[config.mk]
export PLATFORM = sky130hd
export DESIGN_NAME = bounded_stack_remove_by_value
export DESIGN_NICKNAME = d
export VERILOG_FILES = /design/src/rtl/core/bsrbv_pkg.sv /design/src/rtl/core/bsrbv_ram.sv /design/src/rtl/core/bsrbv_seq.sv /design/src/rtl/core/bounded_stack_remove_by_value.sv
export SDC_FILE = /design/constraint.sdc
export NUM_CORES = 1
export LEC_CHECK = 0
export ABC_AREA = 1
export CAP_MARGIN = 10
export CORE_UTILIZATION = 63
export CTS_CLUSTER_SIZE = 24
export DETAILED_ROUTE_END_ITERATION = 8
export DONT_BUFFER_PORTS = 1
export GPL_TIMING_DRIVEN = 0
export PLACE_DENSITY = 0.79
export SETUP_SLACK_MARGIN = 0.1
export SLEW_MARGIN = 10
export SYNTH_ARGS = -nofsm -noshare
export SYNTH_HDL_FRONTEND = slang
export SYNTH_SLANG_ARGS = --single-unit
[constraint.sdc]
create_clock -name clk -period 4.8 [get_ports clk]
set_input_delay 1.44 -clock clk [delete_from_list [all_inputs] [get_ports clk]]
set_output_delay 1.44 -clock clk [all_outputs]
set_load 0.05 [all_outputs]
[src/rtl/core/bsrbv_pkg.sv]
// Package for the bounded stack with remove by value.
// Holds status and command codes and the result record type.
// No dependencies.
`default_nettype none

package bsrbv_pkg;

    // Widths fixed by the item fields
    localparam int WORD_W  = 32;
    localparam int DEPTH_W = 4;

    // Command codes
    localparam logic CMD_PUSH   = 1'b0;
    localparam logic CMD_REMOVE = 1'b1;

    // Status codes
    localparam logic [1:0] ST_DONE      = 2'd0;
    localparam logic [1:0] ST_FULL      = 2'd1;
    localparam logic [1:0] ST_EMPTY     = 2'd2;
    localparam logic [1:0] ST_NOT_FOUND = 2'd3;

    // One finished result
    typedef struct packed {
        logic [1:0]                status;
        logic [DEPTH_W-1:0]        depth_after;
        logic signed [WORD_W-1:0]  top_value;
    } res_t;

endpackage

`default_nettype wire

[src/rtl/core/bsrbv_ram.sv]
// Entry storage for the stack: one write port, one read port, registered read.
// No dependencies.
`default_nettype none

module bsrbv_ram #(
    parameter int DEPTH  = 8,
    parameter int ADDR_W = $clog2(DEPTH),
    parameter int DATA_W = 32
) (
    input  wire logic              clk,
    input  wire logic              wr_en,
    input  wire logic [ADDR_W-1:0] wr_addr,
    input  wire logic [DATA_W-1:0] wr_data,
    input  wire logic              rd_en,
    input  wire logic [ADDR_W-1:0] rd_addr,
    output logic      [DATA_W-1:0] rd_data
);

    logic [DATA_W-1:0] mem [DEPTH];

    // Write port
    always_ff @(posedge clk)
    begin
        if (wr_en)
        begin
            mem[wr_addr] <= wr_data;
        end
    end

    // Registered read port
    always_ff @(posedge clk)
    begin
        if (rd_en)
        begin
            rd_data <= mem[rd_addr];
        end
    end

endmodule

`default_nettype wire

[src/rtl/core/bsrbv_seq.sv]
// Sequencer for the stack: decodes one command, scans entries with a single
// comparator, moves entries down one a cycle and reads back the new top.
// Depends on bsrbv_pkg and bsrbv_ram.
`default_nettype none

module bsrbv_seq #(
    parameter int STACK_DEPTH = 8
) (
    input  wire logic                            clk,
    input  wire logic                            rst_n,
    input  wire logic                            in_valid,
    output logic                                 in_ready,
    input  wire logic                            command,
    input  wire logic signed [bsrbv_pkg::WORD_W-1:0] value,
    output logic                                 res_valid,
    input  wire logic                            res_take,
    output bsrbv_pkg::res_t                      res
);

    import bsrbv_pkg::*;

    localparam int ADDR_W = $clog2(STACK_DEPTH);
    localparam int CNT_W  = $clog2(STACK_DEPTH + 1);
    localparam int IX_W   = CNT_W + 1;

    // Sequencer states
    localparam logic [2:0] S_IDLE   = 3'd0;
    localparam logic [2:0] S_DECIDE = 3'd1;
    localparam logic [2:0] S_SCAN   = 3'd2;
    localparam logic [2:0] S_SHIFT  = 3'd3;
    localparam logic [2:0] S_TOPRD  = 3'd4;
    localparam logic [2:0] S_FIN    = 3'd5;

    logic [2:0]               state_reg, state_next;
    logic [CNT_W-1:0]         count_reg, count_next;
    logic [ADDR_W-1:0]        idx_reg,   idx_next;
    logic                     cmd_reg,   cmd_next;
    logic [WORD_W-1:0]        word_reg,  word_next;
    logic [1:0]               stat_reg,  stat_next;

    // Memory port signals
    logic                     wr_en;
    logic [ADDR_W-1:0]        wr_addr;
    logic [WORD_W-1:0]        wr_data;
    logic                     rd_en;
    logic [ADDR_W-1:0]        rd_addr;
    logic [WORD_W-1:0]        rd_data;

    // Index arithmetic and the shared compare
    logic [CNT_W-1:0]         cnt_m1;
    logic [IX_W-1:0]          count_ext;
    logic [IX_W-1:0]          idx_p1_ext;
    logic [IX_W-1:0]          idx_p2_ext;
    logic                     hit;
    logic                     full;

    assign cnt_m1     = count_reg - CNT_W'(1);
    assign count_ext  = IX_W'(count_reg);
    assign idx_p1_ext = IX_W'(idx_reg) + IX_W'(1);
    assign idx_p2_ext = IX_W'(idx_reg) + IX_W'(2);
    assign hit        = (rd_data == word_reg);
    assign full       = (count_reg == CNT_W'(STACK_DEPTH));

    bsrbv_ram #(
        .DEPTH  (STACK_DEPTH),
        .ADDR_W (ADDR_W),
        .DATA_W (WORD_W)
    ) u_ram (
        .clk     (clk),
        .wr_en   (wr_en),
        .wr_addr (wr_addr),
        .wr_data (wr_data),
        .rd_en   (rd_en),
        .rd_addr (rd_addr),
        .rd_data (rd_data)
    );

    // Next-state and datapath control
    always_comb
    begin
        state_next = state_reg;
        count_next = count_reg;
        idx_next   = idx_reg;
        cmd_next   = cmd_reg;
        word_next  = word_reg;
        stat_next  = stat_reg;
        wr_en      = 1'b0;
        wr_addr    = idx_reg;
        wr_data    = rd_data;
        rd_en      = 1'b0;
        rd_addr    = idx_reg;
        in_ready   = 1'b0;
        res_valid  = 1'b0;

        case (state_reg)
            S_IDLE:
            begin
                in_ready = 1'b1;
                if (in_valid)
                begin
                    cmd_next   = command;
                    word_next  = value;
                    state_next = S_DECIDE;
                end
            end

            S_DECIDE:
            begin
                if (cmd_reg == CMD_PUSH)
                begin
                    if (full)
                    begin
                        stat_next = ST_FULL;
                    end
                    else
                    begin
                        wr_en      = 1'b1;
                        wr_addr    = ADDR_W'(count_reg);
                        wr_data    = word_reg;
                        count_next = count_reg + CNT_W'(1);
                        stat_next  = ST_DONE;
                    end
                    state_next = S_TOPRD;
                end
                else if (count_reg == '0)
                begin
                    stat_next  = ST_EMPTY;
                    state_next = S_TOPRD;
                end
                else
                begin
                    // start the search at the top entry
                    rd_en      = 1'b1;
                    rd_addr    = ADDR_W'(cnt_m1);
                    idx_next   = ADDR_W'(cnt_m1);
                    state_next = S_SCAN;
                end
            end

            S_SCAN:
            begin
                // rd_data holds the entry at idx_reg
                if (hit)
                begin
                    if (idx_p1_ext < count_ext)
                    begin
                        rd_en      = 1'b1;
                        rd_addr    = ADDR_W'(idx_p1_ext);
                        state_next = S_SHIFT;
                    end
                    else
                    begin
                        count_next = cnt_m1;
                        stat_next  = ST_DONE;
                        state_next = S_TOPRD;
                    end
                end
                else if (idx_reg == '0)
                begin
                    stat_next  = ST_NOT_FOUND;
                    state_next = S_TOPRD;
                end
                else
                begin
                    rd_en    = 1'b1;
                    rd_addr  = idx_reg - ADDR_W'(1);
                    idx_next = idx_reg - ADDR_W'(1);
                end
            end

            S_SHIFT:
            begin
                // rd_data holds the entry above idx_reg; move it down
                wr_en    = 1'b1;
                wr_addr  = idx_reg;
                wr_data  = rd_data;
                idx_next = ADDR_W'(idx_p1_ext);
                if (idx_p2_ext < count_ext)
                begin
                    rd_en   = 1'b1;
                    rd_addr = ADDR_W'(idx_p2_ext);
                end
                else
                begin
                    count_next = cnt_m1;
                    stat_next  = ST_DONE;
                    state_next = S_TOPRD;
                end
            end

            S_TOPRD:
            begin
                if (count_reg != '0)
                begin
                    rd_en   = 1'b1;
                    rd_addr = ADDR_W'(cnt_m1);
                end
                state_next = S_FIN;
            end

            S_FIN:
            begin
                res_valid = 1'b1;
                if (res_take)
                begin
                    state_next = S_IDLE;
                end
            end

            default:
            begin
                state_next = S_IDLE;
            end
        endcase
    end

    // Result record
    always_comb
    begin
        res.status      = stat_reg;
        res.depth_after = DEPTH_W'(count_reg);
        res.top_value   = (count_reg == '0) ? '0 : rd_data;
    end

    // Control state
    always_ff @(posedge clk or negedge rst_n)
    begin
        if (!rst_n)
        begin
            state_reg <= S_IDLE;
            count_reg <= '0;
        end
        else
        begin
            state_reg <= state_next;
            count_reg <= count_next;
        end
    end

    // Working registers
    always_ff @(posedge clk)
    begin
        idx_reg  <= idx_next;
        cmd_reg  <= cmd_next;
        word_reg <= word_next;
        stat_reg <= stat_next;
    end

endmodule

`default_nettype wire

[src/rtl/core/bounded_stack_remove_by_value.sv]
// Bounded LIFO stack of signed 32-bit words with push and remove by value.
// A push passes from acceptance through the decide, top-read and finish states
// back to idle; a remove on a non-empty stack also compares entries top down,
// up to the match or the bottom, and then moves each entry above the match down
// one slot. One comparator and one read port of the entry memory set this pace:
// every entry examined or moved costs one memory read. A result waits in the
// output register without holding up the next item, which is taken once the
// sequencer is back in idle. After reset the stack is empty; no clearing pass.
// Depends on bsrbv_pkg and bsrbv_seq.
`default_nettype none

module bounded_stack_remove_by_value #(
    parameter int STACK_DEPTH = 8
) (
    input  wire logic                                clk,
    input  wire logic                                rst_n,
    input  wire logic                                in_valid,
    output logic                                     in_ready,
    input  wire logic                                command,
    input  wire logic signed [bsrbv_pkg::WORD_W-1:0] value,
    output logic                                     out_valid,
    input  wire logic                                out_ready,
    output logic [1:0]                               status,
    output logic [bsrbv_pkg::DEPTH_W-1:0]            depth_after,
    output logic signed [bsrbv_pkg::WORD_W-1:0]      top_value
);

    import bsrbv_pkg::*;

    logic   res_valid;
    logic   res_take;
    res_t   res;
    logic   out_valid_reg, out_valid_next;
    res_t   out_res_reg;

    bsrbv_seq #(
        .STACK_DEPTH (STACK_DEPTH)
    ) u_seq (
        .clk       (clk),
        .rst_n     (rst_n),
        .in_valid  (in_valid),
        .in_ready  (in_ready),
        .command   (command),
        .value     (value),
        .res_valid (res_valid),
        .res_take  (res_take),
        .res       (res)
    );

    // Output register takes a result when empty or being drained
    assign res_take = !out_valid_reg || out_ready;

    always_comb
    begin
        out_valid_next = out_valid_reg;
        if (res_valid && res_take)
        begin
            out_valid_next = 1'b1;
        end
        else if (out_ready)
        begin
            out_valid_next = 1'b0;
        end
    end

    always_ff @(posedge clk or negedge rst_n)
    begin
        if (!rst_n)
        begin
            out_valid_reg <= 1'b0;
        end
        else
        begin
            out_valid_reg <= out_valid_next;
        end
    end

    // Result payload
    always_ff @(posedge clk)
    begin
        if (res_valid && res_take)
        begin
            out_res_reg <= res;
        end
    end

    assign out_valid   = out_valid_reg;
    assign status      = out_res_reg.status;
    assign depth_after = out_res_reg.depth_after;
    assign top_value   = out_res_reg.top_value;

endmodule

`default_nettype wire
==> results of run 1 <==
[layer usage]
metal	share of wire	vias to the layer above	routed length (um)	track usage
met5	0	-	0	0
met1	0.36	5364	15100	0.430
met3	0.12	122	4990	0.0718
met4	0.042	0	1770	0.164
li1	-	4942	-	-
met2	0.48	851	20400	0.546
[cells by family (layout without fill, tap and decap cells)]
logic type	count (synthesis)	after routing	share of synthesized area
xor gates and xnor gates	25	25	0.0138
adders and majority gates	12	12	0.00947
and+or+nand+nor	733	733	0.205
buffers and inverters	159	239	0.0460
AOI/OAI and AO/OA	70	70	0.0237
DFF	372	372	0.702
[layout make-up]
class,instances,area (um^2)
Inverter,88,330
Fill cell,1606,6750
Sequential cell,372,11100
Clock buffer,50,1020
Buffer,71,399
Timing Repair Buffer,13,283
Clock inverter,17,133
Tap cell,324,405
Multi-Input combinational cell,840,4080
[through the flow]
| step | cell area (um^2) | setup TNS, ns | std cells |
|---|---|---|---|
| floorplan | 15900 | 0 | 1371 |
| global placement | 16300 | -196.89 | 1695 |
| detailed placement | 16600 | 0 | 1708 |
| CTS | 17800 | 0 | 1775 |
| global route | 17800 | 0 | 1775 |
| finish | 17800 | 0 | 1775 |
[worst max-delay path, delay by kind of cell, from the launching register on]
kind | cells | cell delay [ns]
AOI/OAI and AO/OA | 1 | 1.01
adders and majority gates | 1 | 0.27
buffers and inverters | 3 | 0.95
DFF | 1 | 0.58
and+or+nand+nor | 4 | 0.67
[how the worst min path moves through the flow]
stage,start,to,slack [ns],cells past startpoint
6_report,u_seq.stat_reg[1],status[1],0.44,0
3_5_place_dp,u_seq.stat_reg[1],status[1],0.42,0
4_1_cts,u_seq.stat_reg[1],status[1],0.43,0
2_1_floorplan,u_seq.stat_reg[0],status[0],0.40,0
5_1_grt,u_seq.stat_reg[1],status[1],0.45,0
3_3_place_gp,u_seq.stat_reg[1],status[1],0.40,0
[layout by cell type, fill, tap and decap left out, types with 8 or more instances in the layout]
cell type	n
edfxtp_1	364
nand3_1	332
nand2_1	291
inv_1	75
nor2_1	75
clkbuf_16	39
o21ai_0	35
clkbuf_1	30
a21oi_1	24
xnor2_1	21
buf_2	18
buf_1	17
buf_6	15
inv_2	13
nor2_4	12
ha_1	12
nand4_1	11
dfrtp_1	8
==> impl_metrics.yaml, run 1 <==
sta:
  finClkSkew_ns: 0.0238
  whs_ns: 0.441
  fin_ws_ns: 0.952
  tightest_slew_ns: 1.11
  hold_violations: 0
  slew_headroom: 0.251
  final.period_utilization: 0.802
  rsz0062_at_grt: "false"
  setup_viol_count_final: 0
  max_freq_mhz: 260
  slew_violations: 0
  period_needed_ns: 3.85
cells_and_area:
  syn2layout_area_growth_pct: 12.1
  postLayoutCoreUtil: 0.725
  regMostFlops: "u_seq.u_ram.mem"
  drive_gt1_frac: 0.0924
  largest_register_ffs: 256
  antennaDiodeCount: 0
  nets: 1473
grt:
  grtUsageTotal: 0.335
  grt_max_degree: 23
  grt_pass1_wl_um: 63300
  antenna_found_initial: 0
  grt_pass1_vias: 11100
  grt.overflow.total: 0
yosys:
  yosysSeqAreaShare: 0.702
  synth.avg_cell_area_um2: 11.6
  yosys-top-cells-area: "edfxtp_1 (69%), nand3_1 (10%), nand2_1 (6.9%), nor2_1 (2.0%), inv_1 (1.8%)"
  yosysMostFrequentCell: "edfxtp_1"
  synth_top_area_share: 0.689
  synth-edff-count: 364
  syn_area_um2: 15900
  netlist_instances: 1371
  syn_nets: 1420
  synth_top_area_cell: "edfxtp_1"
  synthArstFlopShare: 0.0215
  synthFlopType: "edfxtp_1"
  synth_seq_cells: 372
  yosys_warnings: 0
  synth_cell_types: 33
  synthTopCellsByCount: "edfxtp_1 (364), nand3_1 (332), nand2_1 (291), nor2_1 (84), inv_1 (75)"
placement:
  pre_cts_ws_ns: 1.11
  hpwl_um: 27600
  gp_congestion: 0.920
  portBuffers: 0
clock_network:
  clkSinkCount: 372
  cts_buffer_depth: 3
  clock_latency_ns: 0.54
  cts_root_buffer: "clkbuf_16"
  postCtsResizedCells: 0
  htree_levels: 2
  cts_setup_buffers: 0
  clkSlewWorstSetupHoldPaths_ns: 0.06
  cts_hold_buffers: 0
  cts_buffers: 38
  cts_tree: "done"
critical_path:
  endpoint: "u_seq.u_ram.mem[1][29]"
  cp_max_fo: 10
  reg2regPathDepth: 9
  cpPeakStageDelay_ns: 1.01
  r2r_start: "u_seq.count_reg[0]"
  worstPathCellList: "inv_1 > ha_1 > nand2_1 > nor2_1 > nor4_1 > nand2_1 > clkbuf_1 > clkbuf_1 > o21ai_0"
  worst-setup-path-type: "flop to flop"
  reg2reg_slack_ns: 0.95
  crit_arrival_ns: 4.01
  cp-start-kind: "flop"
  r2r_end: "u_seq.u_ram.mem[1][29]"
  cp_slowest_cell: "o21ai_0"
  required_ns: 4.97
  critPathCaptureType: "flop"
  crit_start: "u_seq.count_reg[0]"
routing:
  routedWlPerCell_um: 23.8
  dr_total_vias: 11300
  first_pass_iters: 8
  drt_first_iter_violations: 1623
  finalWirelength_um: 42300
  viasPerCell: 6.35
  ant_nets: 0
  drc: 0
floorplan:
  initial_core_util: 0.646
  dieArea_um2: 25800
  die_w_um: 161
  core_area_um2: 24500
  placementRows: 57
  ios: 77
  die_h_um: 161
run_status:
  outcome: "finished clean"
hold_path:
  min_path_type: "flop to flop"
flow_run:
  drv_cap: 0
Power of run 1 is left out: the tool's default activity adds up to more than one toggle a clock period on the data nets, which glitch-free logic cannot reach.
==> run 2: changes to the inputs <==
- clock period: 4.8 -> 3.98 ns (I/O delays scaled with it)
==> impl_metrics.yaml, run 2 (same netlist as run 1, synthesis figures left out) <==
run_status:
  outcome: "finished clean"
sta:
  slew_violations: 0
  finClkSkew_ns: 0.0148
  setup_viol_count_final: 0
  tightest_slew_ns: 1.05
  hold_violations: 0
  fin_ws_ns: 0.0627
  max_freq_mhz: 255
  rsz0062_at_grt: "true"
  period_needed_ns: 3.92
  final.period_utilization: 0.984
  tns_ns: 0
  slew_headroom: 0.291
floorplan:
  core_area_um2: 24500
  dieArea_um2: 25800
  die_w_um: 161
  ios: 77
  placementRows: 57
  die_h_um: 161
  initial_core_util: 0.646
clock_network:
  cts_hold_buffers: 0
  cts_buffers: 38
  clkSlewWorstSetupHoldPaths_ns: 0.06
  clock_latency_ns: 0.54
  cts_root_buffer: "clkbuf_16"
  cts_buffer_depth: 3
  cts_tree: "done"
  clkSinkCount: 372
  htree_levels: 2
critical_path:
  critPathCaptureType: "flop"
  crit_arrival_ns: 4.12
  reg2reg_slack_ns: 0.06
  worst-setup-path-type: "flop to flop"
  cp-start-kind: "flop"
  required_ns: 4.18
  reg2regPathDepth: 9
  cp_max_fo: 10
cells_and_area:
  syn2layout_area_growth_pct: 12.8
  postLayoutCoreUtil: 0.729
  nets: 1479
  final_common_cell: "edfxtp_1"
  antennaDiodeCount: 0
  drive_gt1_frac: 0.102
  mostFrequentLayoutCells: "edfxtp_1 (364), nand3_1 (332), nand2_1 (291)"
  regMostFlops: "u_seq.u_ram.mem"
  largest_register_ffs: 256
  final_cell_area_um2: 17900
hold_path:
  min_path_type: "input pin to asynchronous set/reset pin"
routing:
  first_pass_iters: 6
  routedWlPerCell_um: 24.4
  drt_first_iter_violations: 1601
  viasPerCell: 6.38
  ant_nets: 0
  drc: 0
  dr_total_vias: 11400
  finalWirelength_um: 43400
placement:
  pre_cts_ws_ns: 0.257
  hpwl_um: 27700
  placed_area_um2: 16600
  portBuffers: 0
  gp_congestion: 0.895
grt:
  grtUsageTotal: 0.342
  grt.overflow.total: 0
  antenna_found_initial: 1
  grt_pass1_vias: 11500
  grt_max_degree: 23
  grt_pass1_wl_um: 64800
flow_run:
  drv_cap: 0
[run 2: layout make-up]
| class | instances | area (um^2) |
|---|---|---|
| sequential | 372 | 11100 |
| fill | 1577 | 6650 |
| multi-input combinational | 840 | 4090 |
| clock buffer | 47 | 1020 |
| buffer | 71 | 408 |
| tap | 324 | 405 |
| timing repair buffer | 19 | 373 |
| inverter | 88 | 330 |
| clock inverter | 20 | 135 |
[run 2: critical path, cell delays in order (launching register included)]
cell and delay, ns:
dfrtp_1 0.57, inv_1 0.15, ha_1 0.27, nand2_1 0.08
nor2_1 0.07, nor4_1 0.34, nand2_1 0.27, clkbuf_1 0.39
clkbuf_1 0.50, o21ai_0 0.93
[run 2: metrics by stage]
stage,std cells,hold slack [ns]
finish,1781,0.344
global placement,1695,0.403
CTS,1774,0.341
global route,1781,0.338
detailed placement,1707,0.412
floorplan,1371,0.400
[run 2: worst paths after layout]
kind                                     from                endpoint
setup / recovery           u_seq.count_reg[0]  u_seq.u_ram.mem[5][28]
hold / removal                          rst_n      u_seq.count_reg[0]
setup reg to reg           u_seq.count_reg[0]  u_seq.u_ram.mem[5][28]
hold reg to reg             u_seq.stat_reg[1]               status[1]
max in group asynchronous               rst_n      u_seq.state_reg[0]
min in group clk            u_seq.stat_reg[1]               status[1]
[run 2: timing repair]
item                       CTS  global route
resized for setup            0            11
buffers inserted             0             7
setup endpoints to repair    0           177
[run 2: metal layers]
metal	vias to the layer above	track usage	part of all wire
li1	4955	-	-
met1	5413	0.442	0.36
met2	845	0.558	0.48
met3	149	0.0630	0.12
met5	-	0	0.00030
met4	2	0.175	0.044
Power of run 2 is left out for the same reason.
==> run 3: changes to the inputs <==
- ABC_CLOCK_PERIOD_IN_PS: unset -> 3980
- CELL_PAD_IN_SITES_DETAIL_PLACEMENT: unset -> 1
- CELL_PAD_IN_SITES_GLOBAL_PLACEMENT: unset -> 2
- CORE_UTILIZATION: 63 -> 43
- PLACE_DENSITY: 0.79 -> 0.82
==> impl_metrics.yaml, run 3 (same netlist as run 1, synthesis figures left out) <==
run_status:
  outcome: "finished clean"
critical_path:
  crit_arrival_ns: 3.85
  critPathCaptureType: "flop"
  worst-setup-path-type: "flop to flop"
  cp_max_fo: 10
  reg2regPathDepth: 9
  reg2reg_slack_ns: 0.32
  cp-start-kind: "flop"
  required_ns: 4.17
  r2r_end: "u_seq.u_ram.mem[0][29]"
  r2r_start: "u_seq.count_reg[0]"
routing:
  dr_total_vias: 10900
  viasPerCell: 5.64
  drt_first_iter_violations: 761
  finalWirelength_um: 47600
  first_pass_iters: 5
  drc: 0
  ant_nets: 0
  routedWlPerCell_um: 24.7
cells_and_area:
  fillers: 3744
  register_area_um2: 11100
  final_common_cell: "edfxtp_1"
  regMostFlops: "u_seq.u_ram.mem"
  syn2layout_area_growth_pct: 15.3
  stdcell_count: 1927
  multi_input_area_um2: 4090
  drive_gt1_frac: 0.111
  antennaDiodeCount: 0
  postLayoutCoreUtil: 0.509
  nets: 1483
  mostFrequentLayoutCells: "edfxtp_1 (364), nand3_1 (332), nand2_1 (291)"
  largest_register_ffs: 256
grt:
  grt_max_degree: 23
  grt_pass1_wl_um: 71400
  grtUsageTotal: 0.258
  grt_pass1_vias: 11500
  grt.overflow.total: 0
  antenna_found_initial: 1
flow_run:
  drv_cap: 0
floorplan:
  die_h_um: 194
  die_w_um: 194
  core_area_um2: 35900
  placementRows: 69
  dieArea_um2: 37600
  ios: 77
  initial_core_util: 0.442
sta:
  rsz0062_at_grt: "false"
  slew_headroom: 0.327
  final.period_utilization: 0.921
  max_freq_mhz: 273
  whs_ns: 0.335
  setup_viol_count_final: 0
  tightest_slew_ns: 1.01
  period_needed_ns: 3.66
  fin_ws_ns: 0.316
  slew_violations: 0
  finClkSkew_ns: 0.0183
  hold_violations: 0
placement:
  hpwl_um: 31600
  gp_congestion: 0.826
  pre_cts_ws_ns: -0.0737
  portBuffers: 0
  dp.cells: 1845
hold_path:
  min_path_type: "input pin to asynchronous set/reset pin"
clock_network:
  htree_levels: 2
  cts_root_buffer: "clkbuf_16"
  clock_latency_ns: 0.56
  cts_tree: "done"
  clkSlewWorstSetupHoldPaths_ns: 0.05
  cts_buffer_depth: 3
  cts_buffers: 41
  clkSinkCount: 372
-- run 3: worst max-delay path, cell delays in order (launching register included) --
cell	delay, ns
dfrtp_1	0.52
inv_1	0.18
ha_1	0.24
nand2_1	0.07
nor2_1	0.17
nor4_1	0.09
nand2_1	0.23
clkbuf_1	0.56
clkbuf_1	0.78
o21ai_1	0.45
-- run 3: worst max-delay path by stage --
stage               depth (start not counted)                 endpoint                from  slack, ns
floorplan                                   5   u_seq.u_ram.rd_data[0]  u_seq.count_reg[0]       0.21
global placement                            5  u_seq.u_ram.rd_data[16]  u_seq.count_reg[0]      -2.92
detailed placement                          9   u_seq.u_ram.mem[7][29]  u_seq.count_reg[0]      -0.07
CTS                                        18  u_seq.u_ram.rd_data[21]    u_seq.idx_reg[0]       0.11
global route                                9   u_seq.u_ram.mem[0][29]  u_seq.count_reg[0]       0.11
finish                                      9   u_seq.u_ram.mem[0][29]  u_seq.count_reg[0]       0.32
-- run 3: per-layer routing --
metal / track usage / part of all wire / wire, um / vias to the layer above
li1: - / - / - / 4969
met1: 0.338 / 0.43 / 20300 / 5497
met2: 0.437 / 0.49 / 23400 / 314
met3: 0.0357 / 0.053 / 2510 / 80
met4: 0.0911 / 0.029 / 1370 / 0
met5: 0 / 0 / 0 / -
-- run 3: per-stage QoR --
stage	area [um^2]	setup TNS, ns
after floorplan	15900	0
after CTS	18200	0
final	18300	0
after detailed placement	16800	-0.588
after global placement	16400	-530.08
after global routing	18300	0
-- run 3: what timing repair did --
item	CTS	global route
gates resized for setup	4	17
buffers inserted	0	7
hold buffers	0	0
setup endpoints to repair	25	221
pin swaps	0	5
-- run 3: area by class of cell --
type	instances	share of cell area
multi-input cells	840	0.223
clock inverters	26	0.0142
clock buffers	49	0.0600
inverters	88	0.0181
well taps	461	0.0315
plain buffers	71	0.0226
flip-flops and latches	372	0.609
repair buffers	20	0.0216
Power of run 3 is left out for the same reason.
